### src/rtl/core/vlmr_pkg.sv
// Shared types, constants and helpers of the variable-length message ring.
`default_nettype none
package vlmr_pkg;

    // Ring geometry and message limits
    localparam int RING_WORDS        = 256;
    localparam int ADDR_W            = $clog2(RING_WORDS);
    localparam int MAX_PAYLOAD_BYTES = 256;
    localparam int CNT_W             = $clog2(MAX_PAYLOAD_BYTES / 4 + 1);

    // Fixed field widths
    localparam int IDX_W   = 16;
    localparam int SIZE_W  = 16;
    localparam int WORD_W  = 32;
    localparam int MAGIC_W = 16;
    localparam int LOG2_W  = 4;
    localparam int ESIZE_W = 11;
    localparam int ASZ_W   = 17;   // rounded size of a 16-bit byte count
    localparam int OP_W    = 3;
    localparam int STAT_W  = 3;
    localparam int CFG_IDX_W  = 2;
    localparam int CFG_DATA_W = 16;
    localparam int S_TDATA_W  = 48;
    localparam int M_TDATA_W  = 64;

    localparam logic [LOG2_W-1:0] CAP_LOG2_RESET = LOG2_W'(8);
    localparam logic [LOG2_W-1:0] CAP_LOG2_MIN   = LOG2_W'(2);

    typedef enum logic [CFG_IDX_W-1:0] {
        CFG_CAPACITY_LOG2 = 2'd0,
        CFG_MAGIC_WORD    = 2'd1
    } cfg_reg_t;

    typedef enum logic [OP_W-1:0] {
        OP_ENQ_BEGIN  = 3'd0,
        OP_ENQ_WORD   = 3'd1,
        OP_DEQUEUE    = 3'd2,
        OP_CONS_RESET = 3'd3,
        OP_INIT       = 3'd4,
        OP_SHUTDOWN   = 3'd5,
        OP_QUERY      = 3'd6
    } opcode_t;

    typedef enum logic [STAT_W-1:0] {
        ST_OK        = 3'd0,
        ST_TOO_LARGE = 3'd1,
        ST_FULL      = 3'd2,
        ST_INVALID   = 3'd3,
        ST_EMPTY     = 3'd4,
        ST_BAD_MAGIC = 3'd5,
        ST_TOO_SMALL = 3'd6
    } status_t;

    typedef enum logic [1:0] {
        MODE_INVALID = 2'd0,
        MODE_RESET   = 2'd1,
        MODE_OPER    = 2'd2
    } mode_t;

    typedef enum logic [2:0] {
        S_IDLE,
        S_EXEC,
        S_HDR1,
        S_DQ_CHECK,
        S_DQ_LOAD,
        S_DQ_SEND
    } ctrl_state_t;

    typedef enum logic [3:0] {
        ACT_NONE,
        ACT_BEGIN,
        ACT_HDR1,
        ACT_WORD,
        ACT_DQ_EMPTY,
        ACT_DQ_HEAD,
        ACT_DQ_LOAD,
        ACT_CONS_RESET,
        ACT_INIT,
        ACT_SHUTDOWN,
        ACT_QUERY
    } act_t;

    typedef enum logic [1:0] {
        RD_HEAD,
        RD_FIRST,
        RD_PTR
    } rd_sel_t;

    typedef struct packed {
        logic    in_load;
        act_t    act;
        rd_sel_t rd_sel;
    } vlmr_cmd_t;

    typedef struct packed {
        logic [OP_W-1:0] opcode;
        logic            begin_ok;
        logic            dq_empty;
        logic            dq_stream;
        logic            more;
        logic            out_free;
    } vlmr_sts_t;

    // Slot mask for the ring size in use: 2^max(lg,2) words, capped at the store.
    function automatic logic [ADDR_W-1:0] cap_mask(input logic [LOG2_W-1:0] lg);
        logic [LOG2_W-1:0] lg_eff;
        logic [ADDR_W-1:0] m;
        lg_eff = (lg < CAP_LOG2_MIN) ? CAP_LOG2_MIN : lg;
        for (int i = 0; i < ADDR_W; i++) begin
            m[i] = (i < int'(lg_eff));
        end
        return m;
    endfunction

endpackage
`default_nettype wire

### src/rtl/core/vlmr_ctrl.sv
// Sequencing state machine of the message ring.
`default_nettype none
module vlmr_ctrl
    import vlmr_pkg::*;
(
    input  wire logic      aclk,
    input  wire logic      aresetn,
    input  wire logic      s_tvalid,
    output logic           s_tready,
    input  wire vlmr_sts_t sts,
    output vlmr_cmd_t      cmd
);

    ctrl_state_t state_reg, state_next;

    always_ff @(posedge aclk) begin
        if (!aresetn) begin
            state_reg <= S_IDLE;
        end else begin
            state_reg <= state_next;
        end
    end

    always_comb begin
        state_next  = state_reg;
        s_tready    = 1'b0;
        cmd.in_load = 1'b0;
        cmd.act     = ACT_NONE;
        cmd.rd_sel  = RD_PTR;
        unique case (state_reg)
            S_IDLE: begin
                s_tready = 1'b1;
                if (s_tvalid) begin
                    cmd.in_load = 1'b1;
                    state_next  = S_EXEC;
                end
            end
            S_EXEC: begin
                cmd.rd_sel = RD_HEAD;   // header read, used by dequeue only
                if (sts.out_free) begin
                    state_next = S_IDLE;
                    unique case (sts.opcode)
                        OP_ENQ_BEGIN: begin
                            cmd.act = ACT_BEGIN;
                            if (sts.begin_ok) begin
                                state_next = S_HDR1;
                            end
                        end
                        OP_ENQ_WORD:   cmd.act = ACT_WORD;
                        OP_DEQUEUE: begin
                            if (sts.dq_empty) begin
                                cmd.act = ACT_DQ_EMPTY;
                            end else begin
                                state_next = S_DQ_CHECK;
                            end
                        end
                        OP_CONS_RESET: cmd.act = ACT_CONS_RESET;
                        OP_INIT:       cmd.act = ACT_INIT;
                        OP_SHUTDOWN:   cmd.act = ACT_SHUTDOWN;
                        default:       cmd.act = ACT_QUERY;
                    endcase
                end
            end
            S_HDR1: begin
                cmd.act    = ACT_HDR1;
                state_next = S_IDLE;
            end
            S_DQ_CHECK: begin
                cmd.act    = ACT_DQ_HEAD;
                cmd.rd_sel = RD_FIRST;
                state_next = sts.dq_stream ? S_DQ_LOAD : S_IDLE;
            end
            S_DQ_LOAD: begin
                cmd.act    = ACT_DQ_LOAD;
                state_next = S_DQ_SEND;
            end
            S_DQ_SEND: begin
                if (sts.out_free) begin
                    state_next = sts.more ? S_DQ_LOAD : S_IDLE;
                end
            end
            default: state_next = S_IDLE;
        endcase
    end

endmodule
`default_nettype wire

### config.mk
export PLATFORM = sky130hd
export DESIGN_NAME = vlmr_ctrl
export DESIGN_NICKNAME = d
export VERILOG_FILES = /design/src/rtl/core/vlmr_pkg.sv /design/src/rtl/core/vlmr_ctrl.sv
export SDC_FILE = /design/constraint.sdc
export NUM_CORES = 1
export LEC_CHECK = 0
export ABC_CLOCK_PERIOD_IN_PS = 3700
export BUFFER_PORTS_ARGS = -buffer_cell sky130_fd_sc_hd__buf_2
export CORE_AREA = 2 2 39 41
export DETAILED_ROUTE_END_ITERATION = 16
export DIE_AREA = 0 0 41 43
export HOLD_SLACK_MARGIN = 0.12
export PLACE_DENSITY_LB_ADDON = 0.25
export SYNTH_ARGS = -nofsm -noshare
export SYNTH_HDL_FRONTEND = slang
export SYNTH_SLANG_ARGS = --single-unit
### constraint.sdc
create_clock -name aclk -period 3.7 [get_ports aclk]
set_clock_uncertainty 0.2 [all_clocks]
set_input_delay 0.74 -clock aclk [delete_from_list [all_inputs] [get_ports aclk]]
set_output_delay 0.74 -clock aclk [all_outputs]
set_load 0.02 [all_outputs]
==> results.py <==
metrics = {
    "logic_synthesis": {
        "seq_area_frac_synth_pct": 21.15,
        "synthCells": 41,
        "ys_top_cells_by_area": "dfxtp_1, o21ai_0, mux2i_1",
        "ys_ff_latch": 3,
        "synth_top_cell_area_share_pct": 21.15,
        "avgSynthCellArea_um2": 6.927,
        "synth_area_leader_cell": "dfxtp_1",
        "synth_nets": 52,
        "yosysWarnings": 0,
        "syn_area_um2": 284.0,
        "ys_types": 22,
    },
    "clocking": {
        "root_buffer": "clkbuf_4",
        "cts.sinks": 3,
        "cts_buffers": 3,
        "cts_tree": "yes",
        "clk_latency_ps": 230,
        "hold_buffers": 0,
        "clk_pin_slew_ps": 30,
        "cts_setup_buffers": 0,
        "cts_resized": 0,
        "cts_buffer_depth": 2,
        "h-tree-depth": 1,
    },
    "setup_path": {
        "cp_slowest_cell": "maj3_1",
        "setup.worst_path.start_class": "input port",
        "crit_type": "input port to primary output",
        "cpPeakStageDelay_ps": 340,
        "critPathMostFrequentCell": "buf_2",
        "cp_max_fo": 4,
        "path_cells": "buf_2, inv_1, maj3_1, a21oi_1, nor2_1, buf_2",
        "crit_arrival_ps": 1610,
        "cp.required_ps": 2760,
        "endpoint_kind": "primary output",
    },
    "finish": {
        "syn2layout_area_growth_pct": 46.70,
        "fin_cells": 78,
        "largest_reg_flops": 3,
        "nets": 74,
        "diodes": 0,
        "drive_gt1_share_pct": 38.71,
    },
    "timing": {
        "fin_crit_sh_pct": 68.88,
        "setup_viol": 0,
        "finalSetupTns_ps": 0,
        "max_freq_mhz": 392.4,
        "tightestPinTransition_ps": 323.0,
        "finalHoldViolations": 0,
        "maxSlewViolCount": 0,
        "timing.slew.headroom_pct": 78.44,
        "whs_ps": 407.3,
        "min_period_ps": 2549,
        "rsz0062_at_grt": "false",
    },
    "die": {
        "dieArea_um2": 1763,
        "start_util_pct": 20.52,
        "fp.dieW_um": 41,
        "die_h_um": 43,
        "rows": 14,
        "core_region_area_um2": 1384,
        "io_pins": 19,
    },
    "pwr": {
        "p_per_area_nw_per_um2": 299.4,
        "power.total_mw": 0.1247,
        "ir_drop_uv": 162.8,
        "power.leakage_nw": 0.1952,
    },
    "placement": {
        "post-dp-hpwl_um": 613.4,
        "gp_congestion": 0.7232,
        "placement.io_buffers": 18,
        "placed_cells": 74,
    },
    "worst_hold_path": {
        "holdCritPathClass": "flip-flop to flip-flop",
    },
    "status": {
        "status": "finished clean",
    },
    "drt": {
        "viasPerCell": 4.526,
        "post_drt_wl_per_cell_um": 9.846,
        "drc": 0,
        "vias": 353,
        "drt_first_pass_iters": 4,
        "drtAntennaViolNets": 0,
        "drt_iter0_drc": 9,
        "wl_um": 768,
    },
    "global_route": {
        "grt_pass1_vias": 270,
        "grtUsageTotal_pct": 10.02,
        "grt_pass1_wl_mm": 1.186,
        "grt_max_degree": 13,
        "grt_overflow": 0,
        "antenna_found_initial": 0,
    },
    "job": {
        "max_cap_viol_count": 0,
    },
}
==> cells in the mapped netlist <==
library cell and number:
nor4b_2 1, nand3_1 1, a311oi_1 1, maj3_1 1, nand2b_1 1, nor3_1 4
clkbuf_1 1, nand4_1 1, and2_1 2, o211ai_1 1, nor2b_2 1, mux2i_1 2
inv_2 1, nand2_1 2, o21a_1 1, nor2_1 3, a21oi_1 1, a32o_1 1
or3_1 1, dfxtp_1 3, inv_1 5, o21ai_0 6
==> layer usage <==
layer  track usage, %  vias to the layer above  part of all wire, %  routed length [um]
li1                 -                      189                    -                   -
met1            14.38                      150                   51                 392
met2            12.50                       14                   41                 312
met3            6.283                        0                  8.2                  63
met4            2.000                        0                    0                   0
met5                0                        -                    0                   0
==> through the flow <==
step | util [%] | setup WS (ps) | area [um^2]
floorplan | - | 1404 | 284.0
global placement | 28.21 | 1150 | 390.4
detailed placement | 28.21 | 1145 | 390.4
CTS | 30.11 | 1139 | 416.7
global route | 30.11 | 1059 | 416.7
finish | 30.11 | 1151 | 416.7
==> power breakdown <==
part           internal [mW]  switching [mW]
Combinational         0.0133          0.0182
Sequential            0.0336         0.00182
Clock                 0.0404          0.0174
==> cell usage in the layout, fill, tap and decap left out, drive strengths merged, types with 2 or more instances in the layout <==
master and instances:
clkbuf 4, inv 6, nand2 2, buf 18, nor3 4, dfxtp 3, mux2i 2, o21ai 6
nor2 3, and2 2
==> layout make-up <==
type,instances,area (um^2)
fill,164,967.2
clock buffer,4,26.28
timing repair buffer,18,90.09
sequential,3,60.06
inverter,6,22.52
multi-input combinational,31,197.7
tap,16,20.02
==> final timing paths <==
check               startpoint      endpoint  slack [ps]  cells past startpoint
hold / removal    state_reg[0]  state_reg[0]         410                      1
setup reg to reg  state_reg[0]  state_reg[2]        2290                      3
setup / recovery        sts[7]        cmd[2]        1150                      6
hold reg to reg   state_reg[0]  state_reg[0]         410                      1
==> worst max-delay path, delay by kind of cell <==
| kind | cells | cell delay (ps) |
|---|---|---|
| buf+inv | 3 | 330 |
| simple gates | 1 | 50 |
| compound gates | 1 | 150 |
| fa+ha+maj | 1 | 340 |
==> cells by family (layout without fill, tap and decap cells) <==
| group | Yosys count | after routing | synth area share, % |
|---|---|---|---|
| AND/OR/NAND/NOR | 17 | 17 | 34.80 |
| AO/OA/AOI/OAI | 11 | 11 | 24.23 |
| buffers and inverters | 7 | 28 | 9.249 |
| flip-flops | 3 | 3 | 21.15 |
| multiplexers | 2 | 2 | 7.049 |
| adder cells (fa/ha/maj) | 1 | 1 | 3.524 |
(Power assumes the default switching activity.)
